--- config.mk ---
export PLATFORM = sky130hd
export DESIGN_NAME = twelve_hour_clock_with_setting
export DESIGN_NICKNAME = d
export VERILOG_FILES = /design/src/design/thc_pkg.sv /design/src/design/twelve_hour_clock_with_setting.sv
export SDC_FILE = /design/constraint.sdc
export NUM_CORES = 1
export LEC_CHECK = 0
export ABC_CLOCK_PERIOD_IN_PS = 6200
export BUFFER_PORTS_ARGS = -buffer_cell sky130_fd_sc_hd__buf_2
export CAP_MARGIN = 0
export CORE_UTILIZATION = 57
export CTS_CLUSTER_SIZE = 20
export DETAILED_ROUTE_END_ITERATION = 12
export PLACE_DENSITY = 0.85
export SLEW_MARGIN = 30
export SYNTH_ARGS = -nofsm -noshare
export SYNTH_HDL_FRONTEND = slang
export SYNTH_SLANG_ARGS = --single-unit
--- constraint.sdc ---
create_clock -name clk_i -period 6.2 [get_ports clk_i]
set_clock_uncertainty 0.2 [all_clocks]
set_input_delay 1.55 -clock clk_i [delete_from_list [all_inputs] [get_ports clk_i]]
set_output_delay 1.55 -clock clk_i [all_outputs]
set_load 0.02 [all_outputs]
--- src/design/thc_pkg.sv ---
// ============================================================================
// thc_pkg: shared types and constants for the twelve-hour clock
// Item layouts, event codes, setting-field codes, time limits and the
// decimal digit split used by the display path.
// ============================================================================
`default_nettype none

package thc_pkg;

  // Event codes carried in the opcode field of an input item.
  localparam logic [1:0] OP_SECOND = 2'd0;
  localparam logic [1:0] OP_SCAN   = 2'd1;
  localparam logic [1:0] OP_MODE   = 2'd2;

  // Setting-field codes.
  localparam logic [1:0] FIELD_RUN     = 2'd0;
  localparam logic [1:0] FIELD_HOURS   = 2'd1;
  localparam logic [1:0] FIELD_MINUTES = 2'd2;
  localparam logic [1:0] FIELD_SECONDS = 2'd3;

  // Time limits.
  localparam logic [3:0] HOUR_MIN = 4'd1;
  localparam logic [3:0] HOUR_MAX = 4'd12;
  localparam logic [5:0] MS_MAX   = 6'd59;

  // Scan sequence: positions 0 to 6, and the digit shown at positions 6 and 0.
  localparam logic [2:0] SCAN_LAST  = 3'd6;
  localparam logic [2:0] DIGIT_LAST = 3'd5;

  // Repeat counter saturation value and threshold reset value.
  localparam logic [7:0] REPEAT_MAX       = 8'd255;
  localparam logic [7:0] THRESHOLD_RESET  = 8'd6;

  // Configuration register map.
  localparam int unsigned ADDR_W = 3;
  localparam logic [ADDR_W-1:0] ADDR_THRESHOLD = 3'd0;

  typedef struct packed {
    logic [1:0] opcode;
    logic       inc_held;
    logic       dec_held;
  } in_item_t;

  typedef struct packed {
    logic [2:0] digit_index;
    logic [3:0] digit_value;
    logic       digit_enable;
    logic [1:0] setting_field;
    logic [3:0] hours_now;
    logic [5:0] minutes_now;
    logic [5:0] seconds_now;
  } out_item_t;

  // Tens digit of a value below 64, by comparison against the decades.
  function automatic logic [3:0] tens_of(input logic [5:0] v);
    logic [3:0] t;
    if (v >= 6'd60) begin
      t = 4'd6;
    end else if (v >= 6'd50) begin
      t = 4'd5;
    end else if (v >= 6'd40) begin
      t = 4'd4;
    end else if (v >= 6'd30) begin
      t = 4'd3;
    end else if (v >= 6'd20) begin
      t = 4'd2;
    end else if (v >= 6'd10) begin
      t = 4'd1;
    end else begin
      t = 4'd0;
    end
    return t;
  endfunction

  // Units digit: the value less ten times its tens digit.
  function automatic logic [3:0] units_of(input logic [5:0] v);
    logic [6:0] tens_x10;
    logic [6:0] diff;
    tens_x10 = 7'(tens_of(v)) * 7'd10;
    diff     = 7'(v) - tens_x10;
    return diff[3:0];
  endfunction

endpackage

`default_nettype wire

--- src/design/twelve_hour_clock_with_setting.sv ---
// ============================================================================
// twelve_hour_clock_with_setting: 12-hour clock with field setting
// Keeps hours, minutes and seconds, steps through setting modes, repeats
// held-button adjustments and reports one multiplexed display digit per item.
// ============================================================================
//
//  Channel  | Direction | Handshake             | Payload
//  ---------+-----------+-----------------------+------------------------------
//  in       | sink      | in_valid_i/in_stall_o | in_item_i  (opcode, buttons)
//  out      | source    | out_valid_o/out_stall_i | out_item_o (digit and time)
//  cfg      | APB slave | psel/penable/pready   | repeat_threshold at address 0
//
//  One item is accepted per cycle unless the input stalls. Its whole update
//  is one combinational pass from the state registers into the state and the
//  result register, so the result follows acceptance in the next cycle. The
//  input stalls only while a result is held in the output register and the
//  output side stalls; a taken result frees the register in the same cycle.
//  Reset returns the time to 1:00:00, run mode, and the threshold to six.
//
`default_nettype none

module twelve_hour_clock_with_setting (
  input  wire logic                      clk_i,
  input  wire logic                      rst_ni,
  // Event input.
  input  wire logic                      in_valid_i,
  output logic                           in_stall_o,
  input  wire thc_pkg::in_item_t         in_item_i,
  // Display and time output.
  output logic                           out_valid_o,
  input  wire logic                      out_stall_i,
  output thc_pkg::out_item_t             out_item_o,
  // Configuration port.
  input  wire logic                      psel,
  input  wire logic                      penable,
  input  wire logic                      pwrite,
  input  wire logic [thc_pkg::ADDR_W-1:0] paddr,
  input  wire logic [31:0]               pwdata,
  output logic [31:0]                    prdata,
  output logic                           pready
);
  import thc_pkg::*;

  // Clock state.
  logic [3:0] hour_q,   hour_d;
  logic [5:0] minute_q, minute_d;
  logic [5:0] second_q, second_d;
  logic [2:0] scan_q,   scan_d;
  logic [7:0] repeat_q, repeat_d;
  logic [1:0] field_q,  field_d;
  logic [7:0] threshold_q;

  // Result register.
  logic      out_valid_q;
  out_item_t out_item_q, out_item_d;

  logic in_accept;
  logic cfg_write;

  // The input moves whenever the result register is empty or being drained.
  assign in_stall_o = out_valid_q && out_stall_i;
  assign in_accept  = in_valid_i && !in_stall_o;

  // --------------------------------------------------------------------------
  // Configuration port. The threshold is the only register.
  // --------------------------------------------------------------------------
  assign pready    = 1'b1;
  assign cfg_write = psel && penable && pwrite && pready;

  always_comb begin
    prdata = '0;
    if (paddr == ADDR_THRESHOLD) begin
      prdata = {24'd0, threshold_q};
    end
  end

  always_ff @(posedge clk_i or negedge rst_ni) begin
    if (!rst_ni) begin
      threshold_q <= THRESHOLD_RESET;
    end else if (cfg_write && paddr == ADDR_THRESHOLD) begin
      threshold_q <= pwdata[7:0];
    end
  end

  // --------------------------------------------------------------------------
  // Next state: the event first, then the held-button adjustment, which sees
  // the field and repeat count that the event left behind.
  // --------------------------------------------------------------------------
  logic [3:0] hour_e;
  logic [5:0] minute_e, second_e;
  logic [7:0] repeat_e;
  logic [1:0] field_e;
  logic       step_en, step_up;
  logic [2:0] digit;
  logic [5:0] pair;

  always_comb begin
    hour_e   = hour_q;
    minute_e = minute_q;
    second_e = second_q;
    scan_d   = scan_q;
    repeat_e = repeat_q;
    field_e  = field_q;

    unique case (in_item_i.opcode)
      OP_SECOND: begin
        // Time runs only in run mode; seconds carry into minutes and hours.
        if (field_q == FIELD_RUN) begin
          if (second_q >= MS_MAX) begin
            second_e = '0;
            if (minute_q >= MS_MAX) begin
              minute_e = '0;
              hour_e   = (hour_q >= HOUR_MAX) ? HOUR_MIN : hour_q + 4'd1;
            end else begin
              minute_e = minute_q + 6'd1;
            end
          end else begin
            second_e = second_q + 6'd1;
          end
        end
      end
      OP_SCAN: begin
        // One scan round ends after position six and counts toward a repeat.
        if (scan_q >= SCAN_LAST) begin
          scan_d = '0;
          if (repeat_q != REPEAT_MAX) begin
            repeat_e = repeat_q + 8'd1;
          end
        end else begin
          scan_d = scan_q + 3'd1;
        end
      end
      OP_MODE: begin
        field_e = field_q + 2'd1;
      end
      default: begin
        // The unused code leaves the event state alone.
      end
    endcase

    hour_d   = hour_e;
    minute_d = minute_e;
    second_d = second_e;
    field_d  = field_e;
    repeat_d = repeat_e;

    // Increment wins over decrement when both buttons are held.
    step_en = (field_e != FIELD_RUN) && (repeat_e >= threshold_q) &&
              (in_item_i.inc_held || in_item_i.dec_held);
    step_up = in_item_i.inc_held;

    if (field_e == FIELD_RUN) begin
      repeat_d = '0;
    end else if (step_en) begin
      repeat_d = '0;
      unique case (field_e)
        FIELD_HOURS: begin
          if (step_up) begin
            hour_d = (hour_e >= HOUR_MAX) ? HOUR_MIN : hour_e + 4'd1;
          end else begin
            hour_d = (hour_e <= HOUR_MIN) ? HOUR_MAX : hour_e - 4'd1;
          end
        end
        FIELD_MINUTES: begin
          if (step_up) begin
            minute_d = (minute_e >= MS_MAX) ? 6'd0 : minute_e + 6'd1;
          end else begin
            minute_d = (minute_e == 6'd0) ? MS_MAX : minute_e - 6'd1;
          end
        end
        FIELD_SECONDS: begin
          if (step_up) begin
            second_d = (second_e >= MS_MAX) ? 6'd0 : second_e + 6'd1;
          end else begin
            second_d = (second_e == 6'd0) ? MS_MAX : second_e - 6'd1;
          end
        end
        default: begin
          // Run mode is handled above.
        end
      endcase
    end

    // Display: positions one to five show digits zero to four, and positions
    // six and zero both show the last seconds digit.
    digit = (scan_d >= 3'd1 && scan_d <= 3'd5) ? scan_d - 3'd1 : DIGIT_LAST;

    if (digit[2:1] == 2'd0) begin
      pair = {2'd0, hour_d};
    end else if (digit[2:1] == 2'd1) begin
      pair = minute_d;
    end else begin
      pair = second_d;
    end

    out_item_d.digit_index   = digit;
    out_item_d.digit_value   = digit[0] ? units_of(pair) : tens_of(pair);
    // Digit pair k belongs to setting field k+1; others blank while setting.
    out_item_d.digit_enable  = (field_d == FIELD_RUN) ||
                               ((digit[2:1] + 2'd1) == field_d);
    out_item_d.setting_field = field_d;
    out_item_d.hours_now     = hour_d;
    out_item_d.minutes_now   = minute_d;
    out_item_d.seconds_now   = second_d;
  end

  // --------------------------------------------------------------------------
  // State and result registers.
  // --------------------------------------------------------------------------
  always_ff @(posedge clk_i or negedge rst_ni) begin
    if (!rst_ni) begin
      hour_q   <= HOUR_MIN;
      minute_q <= '0;
      second_q <= '0;
      scan_q   <= '0;
      repeat_q <= '0;
      field_q  <= FIELD_RUN;
    end else if (in_accept) begin
      hour_q   <= hour_d;
      minute_q <= minute_d;
      second_q <= second_d;
      scan_q   <= scan_d;
      repeat_q <= repeat_d;
      field_q  <= field_d;
    end
  end

  always_ff @(posedge clk_i or negedge rst_ni) begin
    if (!rst_ni) begin
      out_valid_q <= 1'b0;
    end else if (in_accept) begin
      out_valid_q <= 1'b1;
    end else if (!out_stall_i) begin
      out_valid_q <= 1'b0;
    end
  end

  always_ff @(posedge clk_i) begin
    if (in_accept) begin
      out_item_q <= out_item_d;
    end
  end

  assign out_valid_o = out_valid_q;
  assign out_item_o  = out_item_q;

  // --------------------------------------------------------------------------
  // Assertions.
  // --------------------------------------------------------------------------
  a_accept_gives_result: assert property (
    @(posedge clk_i) disable iff (!rst_ni)
    in_accept |=> out_valid_o
  ) else $error("accepted item produced no result");

  a_time_in_range: assert property (
    @(posedge clk_i) disable iff (!rst_ni)
    out_valid_o |-> (out_item_o.hours_now >= HOUR_MIN &&
                     out_item_o.hours_now <= HOUR_MAX &&
                     out_item_o.minutes_now <= MS_MAX &&
                     out_item_o.seconds_now <= MS_MAX)
  ) else $error("reported time out of range");

  a_run_mode_shows_all: assert property (
    @(posedge clk_i) disable iff (!rst_ni)
    (out_valid_o && out_item_o.setting_field == FIELD_RUN) |->
      out_item_o.digit_enable
  ) else $error("digit blanked in run mode");

  a_run_mode_no_repeat: assert property (
    @(posedge clk_i) disable iff (!rst_ni)
    (field_q == FIELD_RUN) |-> (repeat_q == 8'd0)
  ) else $error("repeat count kept in run mode");

  a_threshold_write: assert property (
    @(posedge clk_i) disable iff (!rst_ni)
    (cfg_write && paddr == ADDR_THRESHOLD) |=> threshold_q == $past(pwdata[7:0])
  ) else $error("threshold write lost");

endmodule

`default_nettype wire

After elaboration in Yosys (flattened, before gate mapping)
Index checks and enable logic that the tools add are counted.
Widths: inputs -> output; s select.
{"block": "classes", "reduce_logical": 19, "n_mul": 1, "order_cmp": 17, "n_eq_ne": 9, "muxes": 51, "n_addsub": 15}
{"cell": "$mux 6", "n": 21}
{"cell": "$mux 4", "n": 15}
{"cell": "$mux 8", "n": 6}
{"cell": "$ge 6x6->1 const B", "n": 7}
{"cell": "$add 6x1->6 const B", "n": 4}
{"cell": "$ge 6x5->1 const B", "n": 2}
{"cell": "$logic_not 6->1", "n": 2}
{"cell": "$sub 6x1->6 const B", "n": 2}
{"cell": "$mux 3", "n": 3}
{"cell": "$add 4x1->4 const B", "n": 2}
{"cell": "$add 8x1->8 const B", "n": 1}
{"cell": "$ge 4x4->1 const B", "n": 2}
{"cell": "$ge 8x8->1", "n": 1}
{"cell": "$logic_and 1x1->1", "n": 8}
{"cell": "$logic_not 2->1", "n": 4}
{"cell": "$ne 8x8->1 const B", "n": 1}
{"cell": "$eq 2x1->1 const B", "n": 3}
{"cell": "$eq 2x2->1 const B", "n": 3}
{"cell": "$ge 6x4->1 const B", "n": 1}
{"cell": "$mux 2", "n": 3}
{"cell": "$add 2x1->2 const B", "n": 2}
{"cell": "$le 4x1->1 const B", "n": 1}
{"cell": "$mul 4x3->3 const B", "n": 1}
{"cell": "$sub 4x1->4 const B", "n": 1}
{"cell": "other kinds (13)", "n": 16}
{"block": "totals", "out_inout_bits": 61, "in_bits": 46, "reg_bits": 64}

Logic depth before layout (Yosys ltp)
Gate-level depths: netlist (run 1).
{"block": "depth", "depth_word": 23, "depth_mapped": 26}

Worst setup path after synthesis (run 1)
No wires, ideal clock.
{"block": "synth_path", "kind": "input-to-reg", "startpoint": "input in_item_i[3] (netlist bit)", "endpoint": "register out_item_q (netlist bit out_item_o[21]), data pin", "path_buffers": 1, "setup_slack_ns": -0.036, "t_arrival_ns": 5.764, "t_required_ns": 5.728, "path_stages": 24, "cell_sequence": "nand2b_1 -> clkbuf_1 -> nor2_1 -> o21a_1 -> nand4_1 -> nor2_1 -> xor2_1 -> ha_1 -> and4_1 -> nand2_1 -> o211a_1 -> nor3_1 -> o311a_1 -> o22ai_1 -> a211o_1 -> inv_1 -> nand4_1 -> a21o_1 -> nand3_1 -> ha_1 -> inv_1 -> fa_1 -> nand2_1 -> o31ai_1"}
{"item": "from (decl)", "line_no": "twelve_hour_clock_with_setting.sv:28", "source": "input wire thc_pkg::in_item_t in_item_i,"}
{"item": "to (signal assigned)", "line_no": "twelve_hour_clock_with_setting.sv:240", "source": "out_item_q <= out_item_d;"}
{"item": "to (decl)", "line_no": "twelve_hour_clock_with_setting.sv:55", "source": "out_item_t out_item_q, out_item_d;"}

==> results_dict.tcl, run 1 <==
set metrics [dict create \
    worstSkewPairLatency_ps 360 \
    status "completed" \
    vias 5517 \
    required_ps 6070 \
    min_path_type "flip-flop to flip-flop" \
    p_seq_share_pct 24.2 \
    swShare_pct 45.7 \
    rows 35 \
    port_buffers 57 \
    die_area_sq_um 10000 \
    max_freq_ghz 0.162 \
    synth_edf_count 26 \
    layout-drive-gt1-share_pct 28.4 \
    cts_max_path_buffers 2 \
    clock-root-buffer "clkbuf_8" \
    drc 0 \
    numClockSinks 64 \
    max-slew-margin-rel_pct 47.6 \
    final_cells 886 \
    yosysSeqAreaShare_pct 31.7 \
    grt_first_pass_wirelength_um 24700 \
    setup_viol 0 \
    synthDistinctLibCells 82 \
    hold_ws_ps 323 \
    synth_flop_cell "dfrtp_1" \
    dp_hpwl_um 11400 \
    pwr-share-comb_pct 63.7 \
    diodes 0 \
    first_pass_iters 4 \
    grt_pass1_vias 5154 \
    cp-start-kind "input pin" \
    detail-route-antenna-nets 0 \
    io_pins 107 \
    internal_power_w 0.00150 \
    post-route-min-period_ps 6180 \
    numCtsBuffers 9 \
    layout.nets 829 \
    syn2layout_area_growth_pct 21.1 \
    h-tree-depth 3 \
    end_kind "flip-flop" \
    cts_tree "done" \
    p_leak_nw 2.92 \
    p_per_area_nw_per_um2 417 \
    ys_ff_latch 64 \
    core_sq_um 9280 \
    dr.first_iter.drc_count 503 \
    start_util_pct 59.0 \
    tightest_slew_ps 787 \
    antenna_found_initial 0 \
    hold_viol 0 \
    ir_drop_uv 357 \
    regArea_sq_um 1740 \
    finalMaxSlewViolations 0 \
    grt_usage_pct 31.5 \
    multiInputGateArea_sq_um 3590 \
    fillers 722 \
    wl_per_cell_um 18.1 \
    p_sw_w 0.00126 \
    placed_cells 863 \
    yosys_warnings 0 \
    layout_common_cells "buf_4, nand2_1, buf_2" \
    path_class "input pin to flip-flop" \
    gr-total-overflow 0 \
    syn-cell-area_sq_um 5480 \
    die_h_um 100 \
    critPathMaxFanout 6 \
    cp.arrival_ps 6050 \
    gp_congestion 0.959 \
    netlist_instances 647 \
    drv_cap 0 \
    min_period_over_period_pct 99.7 \
    final_common_cell "buf_4" \
    grt_start_max_net_pins 39 \
    clk_pin_slew_ps 60 \
    wl_um 16000 \
    die_w_um 100 \
    syn_area_per_cell_sq_um 8.46 \
    p_clk_share_pct 12.1 \
    viasPerCell 6.23 \
    async_flop_share_pct 59.4 \
]
==> sequential cells by signal, summed over array words and instances (netlist names) <==
signal       flops
out_item_o      26
repeat_q         8
threshold_q      8
minute_q         6
second_q         6
hour_q           4
scan_q           3
field_q          2
out_valid_o      1
==> power by group through the flow <==
stage          clock (W)  combinational (W)  sequential [W]
2_1_floorplan          0            0.00103        0.000688
3_5_place_dp           0            0.00156        0.000674
3_3_place_gp           0            0.00149        0.000668
4_1_cts         0.000337            0.00160        0.000666
6_report        0.000333            0.00176        0.000670
5_1_grt         0.000357            0.00191        0.000682
==> final cells by class <==
type,count,area share [%]
Clock buffer,15,2.51
Clock inverter,1,0.0754
Inverter,38,2.15
Multi-Input combinational cell,514,54.2
Sequential cell,64,26.2
Tap cell,129,2.43
Timing Repair Buffer,125,12.5
==> cells in the mapped netlist, types with 7 or more instances <==
cell type  number  area [sq um]
edfxtp_1       26           781
mux2i_1         8          80.1
mux2_2         15           169
a31oi_1        10          62.6
nor3_1         20           100
nand2_1        66           248
and2_1         16           100
o31ai_1        10          75.1
inv_1          37           139
xnor2_1        11          96.3
nor2b_1         8          50.1
nand4_1        11          68.8
nand2b_1       14          87.6
o21ai_0        41           205
nor4_1         10          62.6
nand3_1        19          95.1
ha_1           30           375
clkbuf_1       22          82.6
buf_4          25           188
nor2_1         40           150
o22ai_1         7          43.8
a21oi_1        26           130
dfrtp_1        35           876
==> kinds of logic after synthesis <==
logic type                 count (synthesis)  synth area share (%)
adders and majority gates                 32                  7.40
buffers and inverters                     92                  8.16
DFF                                       64                  31.7
and+or+nand+nor                          241                  23.1
other                                      2                 0.137
AOI/OAI and AO/OA                        180                  22.9
xor gates and xnor gates                  13                  2.08
muxes                                     23                  4.55
==> critical path: stages <==
cell and delay [ps]:
buf_6 90, nand2b_4 170, or3_4 370, nor2_4 140, nand3_2 100, o21ai_2 100, inv_1 100, ha_4 270
and4_4 230, nand2_2 60, o211ai_1 160, buf_4 170, nand2_2 50, buf_6 140, or4_4 530, a311o_1 410
nor4_2 310, o22ai_2 150, nand3_1 90, ha_2 170, inv_2 40, fa_2 470, nand2_2 80, o31ai_1 80
==> routing by layer <==
layer / up-vias / wire, um / GRT usage [%]
li1: 2559 / - / -
met1: 2601 / 6500 / 40.3
met2: 302 / 7690 / 52.0
met3: 55 / 1300 / 5.99
met4: 0 / 519 / 14.4
met5: - / 0 / 0
==> through the flow <==
step | TNS (ps) | setup slack (ps) | total power (W) | utilization, % | cell area [sq um]
CTS | 0 | 12.2 | 0.00260 | 68.9 | 6400
global placement | -505 | -280 | 0.00216 | 66.7 | 6190
finish | 0 | 19.9 | 0.00276 | 71.5 | 6630
floorplan | 0 | 70.0 | 0.00172 | - | 5580
detailed placement | -929 | -438 | 0.00223 | 66.7 | 6190
global route | -177 | -128 | 0.00295 | 71.5 | 6630
==> path summary, 6_finish.rpt <==
check                               startpoint             end  slack, ps  depth (start not counted)
worst max register to register       scan_q[1]  out_item_o[21]        430                         24
worst max-delay path              in_item_i[3]  out_item_o[21]         20                         24
worst min register to register  threshold_q[2]  threshold_q[2]        320                          2
worst min-delay path            threshold_q[2]  threshold_q[2]        320                          2
max in group asynchronous               rst_ni       hour_q[0]       4440                          1
min in group asynchronous               rst_ni  threshold_q[7]        980                          1
==> repair_timing <==
action | CTS | global route
pin swaps | 3 | 23
hold buffers | 0 | 0
buffers inserted | 2 | 6
setup endpoints to repair | 2 | 3
gates resized for setup | 6 | 45
Note: power is estimated with default switching activity, not from simulation.
==> inputs of run 2 (changes only) <==
--- a/config.mk
+++ b/config.mk
@@ -8,10 +8,11 @@
 export ABC_CLOCK_PERIOD_IN_PS = 6200
 export BUFFER_PORTS_ARGS = -buffer_cell sky130_fd_sc_hd__buf_2
 export CAP_MARGIN = 0
-export CORE_UTILIZATION = 57
+export CORE_UTILIZATION = 55
+export CTS_BUF_LIST = sky130_fd_sc_hd__clkbuf_4
 export CTS_CLUSTER_SIZE = 20
 export DETAILED_ROUTE_END_ITERATION = 12
-export PLACE_DENSITY = 0.85
+export PLACE_DENSITY = 0.83
 export SLEW_MARGIN = 30
 export SYNTH_ARGS = -nofsm -noshare
 export SYNTH_HDL_FRONTEND = slang
==> results_dict.tcl, run 2 (synthesis results as in run 1) <==
set metrics [dict create \
    h-tree-depth 3 \
    grtUsageMet3_pct 3.93 \
    dp_slack_ps -311 \
    fin_ws_ps 25.4 \
    viasPerCell 6.15 \
    numCtsBuffers 9 \
    top_regs "out_item_o (26), repeat_q (8), threshold_q (8)" \
    cp.arrival_ps 6140 \
    grt_start_max_net_pins 39 \
    p_leak_nw 2.84 \
    gr-total-overflow 0 \
    wl_per_cell_um 17.4 \
    cts_max_path_buffers 2 \
    layout.nets 826 \
    top_register "out_item_o" \
    min_period_over_period_pct 99.6 \
    grt.met2_usage_pct 51.7 \
    path_class "input pin to flip-flop" \
    pwr-share-comb_pct 64.2 \
    die_area_sq_um 10400 \
    p_seq_share_pct 26.2 \
    cts_tree "done" \
    dr.first_iter.drc_count 401 \
    layout-drive-gt1-share_pct 26.0 \
    p_per_area_nw_per_um2 399 \
    busiest_layer "met2" \
    finalMaxSlewViolations 0 \
    drv_cap 0 \
    finalSetupTns_ps 0 \
    cts_hold_buf 0 \
    grt_first_pass_wirelength_um 24900 \
    grt_pass1_vias 5112 \
    first_pass_iters 4 \
    p_clk_share_pct 9.6 \
    critPathMaxFanout 5 \
    gp_congestion 0.947 \
    post_dp_cell_area_sq_um 6190 \
    min_path_type "flip-flop to flip-flop" \
    end_kind "flip-flop" \
    vias 5453 \
    ir_drop_uv 259 \
    die_w_um 102 \
    start_util_pct 56.3 \
    grt_usage_pct 31.3 \
    die_h_um 102 \
    required_ps 6170 \
    setup_viol 0 \
    final_area_sq_um 6430 \
    max-slew-margin-rel_pct 36.4 \
    swShare_pct 47.0 \
    port_buffers 57 \
    io_pins 107 \
    max_freq_ghz 0.162 \
    internal_power_w 0.00136 \
    tightest_slew_ps 951 \
    drc 0 \
    diodes 0 \
    p_sw_w 0.00120 \
    largest_reg_flops 26 \
    numClockSinks 64 \
    syn2layout_area_growth_pct 17.5 \
    clk_pin_slew_ps 120 \
    antenna_found_initial 0 \
    grtUsageMet1_pct 40.7 \
    dp_hpwl_um 11500 \
    status "completed" \
    core_sq_um 9730 \
    cp-start-kind "input pin" \
    post-route-min-period_ps 6170 \
    rows 36 \
    clock-root-buffer "clkbuf_4" \
    worstSkewPairLatency_ps 430 \
    layout_common_cells "nand2_1, buf_4, buf_2" \
    wl_um 15400 \
    hold_viol 0 \
    detail-route-antenna-nets 0 \
]
## run 2: cell types whose count changed in the layout (fill, tap and decap cells not counted), sizes merged
cell	delta
buf	-3
clkinv	+4
clkbuf	-6
clkinvlp	+2
## run 2: cell type report
type	count	area, sq um
inverter	38	143
timing repair buffer	122	776
clock buffer	9	67.6
fill	820	3300
multi-input combinational	514	3510
sequential	64	1740
tap	133	166
clock inverter	7	38.8
## run 2: final timing paths
kind	from	end	slack (ps)	cells past startpoint
max in group asynchronous	rst_ni	hour_q[0]	4530	1
min in group asynchronous	rst_ni	second_q[1]	890	1
hold / removal	threshold_q[2]	threshold_q[2]	340	2
hold reg to reg	threshold_q[2]	threshold_q[2]	340	2
setup reg to reg	scan_q[0]	out_item_o[21]	590	26
setup / recovery	in_item_i[3]	out_item_o[21]	30	25
## run 2: power by group through the flow
| stage | Sequential [W] | Clock, W | Combinational, W |
|---|---|---|---|
| finish | 0.000672 | 0.000245 | 0.00165 |
| floorplan | 0.000688 | 0 | 0.00103 |
| global route | 0.000687 | 0.000264 | 0.00181 |
| global placement | 0.000669 | 0 | 0.00149 |
| CTS | 0.000670 | 0.000248 | 0.00156 |
| detailed placement | 0.000679 | 0 | 0.00155 |
## run 2: worst max-delay path: stages
cell and delay (ps):
buf_2 100, nand2b_2 230, or3_4 430, nor2_2 140, nand3_1 80, o21ai_1 100, inv_1 70, ha_1 290
and4_1 220, nand2_1 80, o211ai_1 170, buf_4 150, nand2_1 140, nor4_1 500, buf_4 210, nor3_2 50
mux2i_2 290, nor4_1 130, o22ai_1 270, nand3_1 120, ha_1 190, inv_1 70, fa_1 400, nand2_1 70
o31ai_1 90
## run 2: timing repair
item                                    in CTS  in global routing
setup buffers                                0                  3
endpoints found under the setup margin       0                  2
gates resized for setup                      0                 25
## run 2: per-stage QoR
step	util [%]	hold slack, ps	instances	power, W
6_report	66.1	337	887	0.00256
5_1_grt	66.1	360	887	0.00276
3_5_place_dp	63.6	325	868	0.00223
4_1_cts	64.7	342	884	0.00248
3_3_place_gp	63.6	299	868	0.00216
2_1_floorplan	-	286	670	0.00172
## run 2: routing by layer
layer / vias up / share of wire [%]
met5: - / 0
met4: 0 / 3.3
met3: 41 / 6.5
met2: 223 / 49
met1: 2625 / 42
li1: 2564 / -
==> inputs of run 3 (changes only) <==
--- a/config.mk
+++ b/config.mk
@@ -8,11 +8,11 @@
 export ABC_CLOCK_PERIOD_IN_PS = 6200
 export BUFFER_PORTS_ARGS = -buffer_cell sky130_fd_sc_hd__buf_2
 export CAP_MARGIN = 0
-export CORE_UTILIZATION = 55
+export CORE_UTILIZATION = 30
 export CTS_BUF_LIST = sky130_fd_sc_hd__clkbuf_4
 export CTS_CLUSTER_SIZE = 20
 export DETAILED_ROUTE_END_ITERATION = 12
-export PLACE_DENSITY = 0.83
+export PLACE_DENSITY = 0.52
 export SLEW_MARGIN = 30
 export SYNTH_ARGS = -nofsm -noshare
 export SYNTH_HDL_FRONTEND = slang
==> results_dict.tcl, run 3 (synthesis results as in run 1) <==
set metrics [dict create \
    status "completed" \
    viasPerCell 5.31 \
    syn2layout_area_growth_pct 22.0 \
    max_freq_ghz 0.167 \
    top_register "out_item_o" \
    grt_first_pass_wirelength_um 26000 \
    die_w_um 137 \
    first_pass_iters 5 \
    critPathMaxFanout 6 \
    cts_hold_buf 0 \
    layout_common_cells "buf_4, nand2_1, buf_2" \
    start_util_pct 30.6 \
    dr.first_iter.drc_count 358 \
    max-slew-margin-rel_pct 46.7 \
    core_sq_um 17900 \
    post_dp_cell_area_sq_um 6420 \
    worstSkewPairLatency_ps 450 \
    io_pins 107 \
    cp.arrival_ps 5960 \
    hold_ws_ps 340 \
    wl_per_cell_um 16.5 \
    antenna_found_initial 1 \
    required_ps 6160 \
    die_area_sq_um 18800 \
    final_common_cell "buf_4" \
    fillers 1915 \
    cp_num_buf_inv 5 \
    clk_pin_slew_ps 110 \
    cpPeakStageDelay_ps 420 \
    cts_tree "done" \
    drv_cap 0 \
    largest_reg_flops 26 \
    cts_max_path_buffers 2 \
    regToRegStartpoint "minute_q[1]" \
    cp-start-kind "input pin" \
    numCtsBuffers 9 \
    wl_um 16400 \
    post-route-min-period_ps 6000 \
    multiInputGateArea_sq_um 3520 \
    rows 49 \
    clock-root-buffer "clkbuf_4" \
    port_buffers 57 \
    drc 0 \
    layout.nets 840 \
    gr-total-overflow 0 \
    hp-start "threshold_q[2]" \
    hold_viol 0 \
    h-tree-depth 3 \
    tightest_slew_ps 800 \
    final_area_sq_um 6680 \
    grt_pass1_vias 5191 \
    min_period_over_period_pct 96.7 \
    setup_viol 0 \
    fin_util_pct 37.3 \
    layout-drive-gt1-share_pct 27.3 \
    grt_start_max_net_pins 41 \
    p_leak_nw 2.92 \
    numClockSinks 64 \
    detail-route-antenna-nets 0 \
    regArea_sq_um 1740 \
    gp_congestion 0.887 \
    min_path_type "flip-flop to flip-flop" \
    crit_family "simple AND/OR/NAND/NOR gates" \
    finalMaxSlewViolations 0 \
    top_regs "out_item_o (26), repeat_q (8), threshold_q (8)" \
    path_class "input pin to flip-flop" \
    cp_cell_sequence "buf_2 -> nand2b_4 -> or3_1 -> nor2_2 -> nand3_1 -> o21ai_2 -> inv_1 -> ha_1 -> and4_4 -> nand2_1 -> o211ai_1 -> buf_4 -> buf_4 -> and3_1 -> nand4b_1 -> and3_1 -> a211o_1 -> buf_4 -> and3_1 -> o21ai_2 -> and2_1 -> fa_1 -> nand2_1 -> o31ai_1" \
    dp_hpwl_um 12500 \
    die_h_um 137 \
    vias 5304 \
    p_per_area_nw_per_um2 388 \
    grt_usage_pct 18.0 \
    crit_start "in_item_i[3]" \
    ir_drop_uv 214 \
    end_kind "flip-flop" \
    crit_slowest_cell "fa_1" \
]
## run 3: path summary, 6_finish.rpt
path,end,slack [ps],depth (start not counted)
min in group asynchronous,threshold_q[4],900,1
max in group asynchronous,minute_q[2],4490,1
max reg2reg,out_item_o[21],590,20
max,out_item_o[21],200,24
min,threshold_q[2],340,2
min reg2reg,threshold_q[2],340,2
## run 3: area by class of cell
cell class                 instances  share of cell area, %
antenna                            1                 0.0375
clock buffer                      10                   1.12
clock inverter                     6                  0.543
inverter                          38                   2.14
multi-input combinational        514                   52.7
sequential                        64                   26.0
tap                              229                   4.29
timing repair buffer             136                   13.2
## run 3: per-layer routing
layer | up-vias | track usage [%] | routed length (um)
li1 | 2580 | - | -
met3 | 14 | 2.89 | 699
met2 | 132 | 30.6 | 8230
met5 | - | 0 | 0
met4 | 0 | 6.59 | 242
met1 | 2578 | 22.9 | 7260
## run 3: stage by stage
step                      setup WS, ps  cells  TNS [ps]  total power [W]
after floorplan                   70.0    670         0          0.00172
after global routing             -20.2    998     -20.2          0.00282
after detailed placement          -582    978     -1320          0.00228
after CTS                         89.2    995         0          0.00254
after global placement            -488    978     -1020          0.00223
final                              204    998         0          0.00259
## run 3: worst register-to-register path, delay by kind of cell, from the launching register on
kind / cells / cell delay, ps
buf+inv: 3 / 410
flops: 1 / 470
simple gates: 6 / 990
compound gates: 7 / 2120
fa+ha+maj: 4 / 1150
## run 3: where the power goes
part | leakage (nW) | internal [W] | switching, W
Combinational | 2.13 | 0.000723 | 0.000951
Sequential | 0.730 | 0.000578 | 0.0000901
Clock | 0.0575 | 0.0000839 | 0.000167
Total | 2.92 | 0.00138 | 0.00121
## run 3: repair_timing
action / CTS / global route
hold endpoints to repair: 0 / 0
resized for setup: 0 / 28
setup buffers: 1 / 2
endpoints found under the setup margin: 2 / 2
pin swaps: 1 / 9
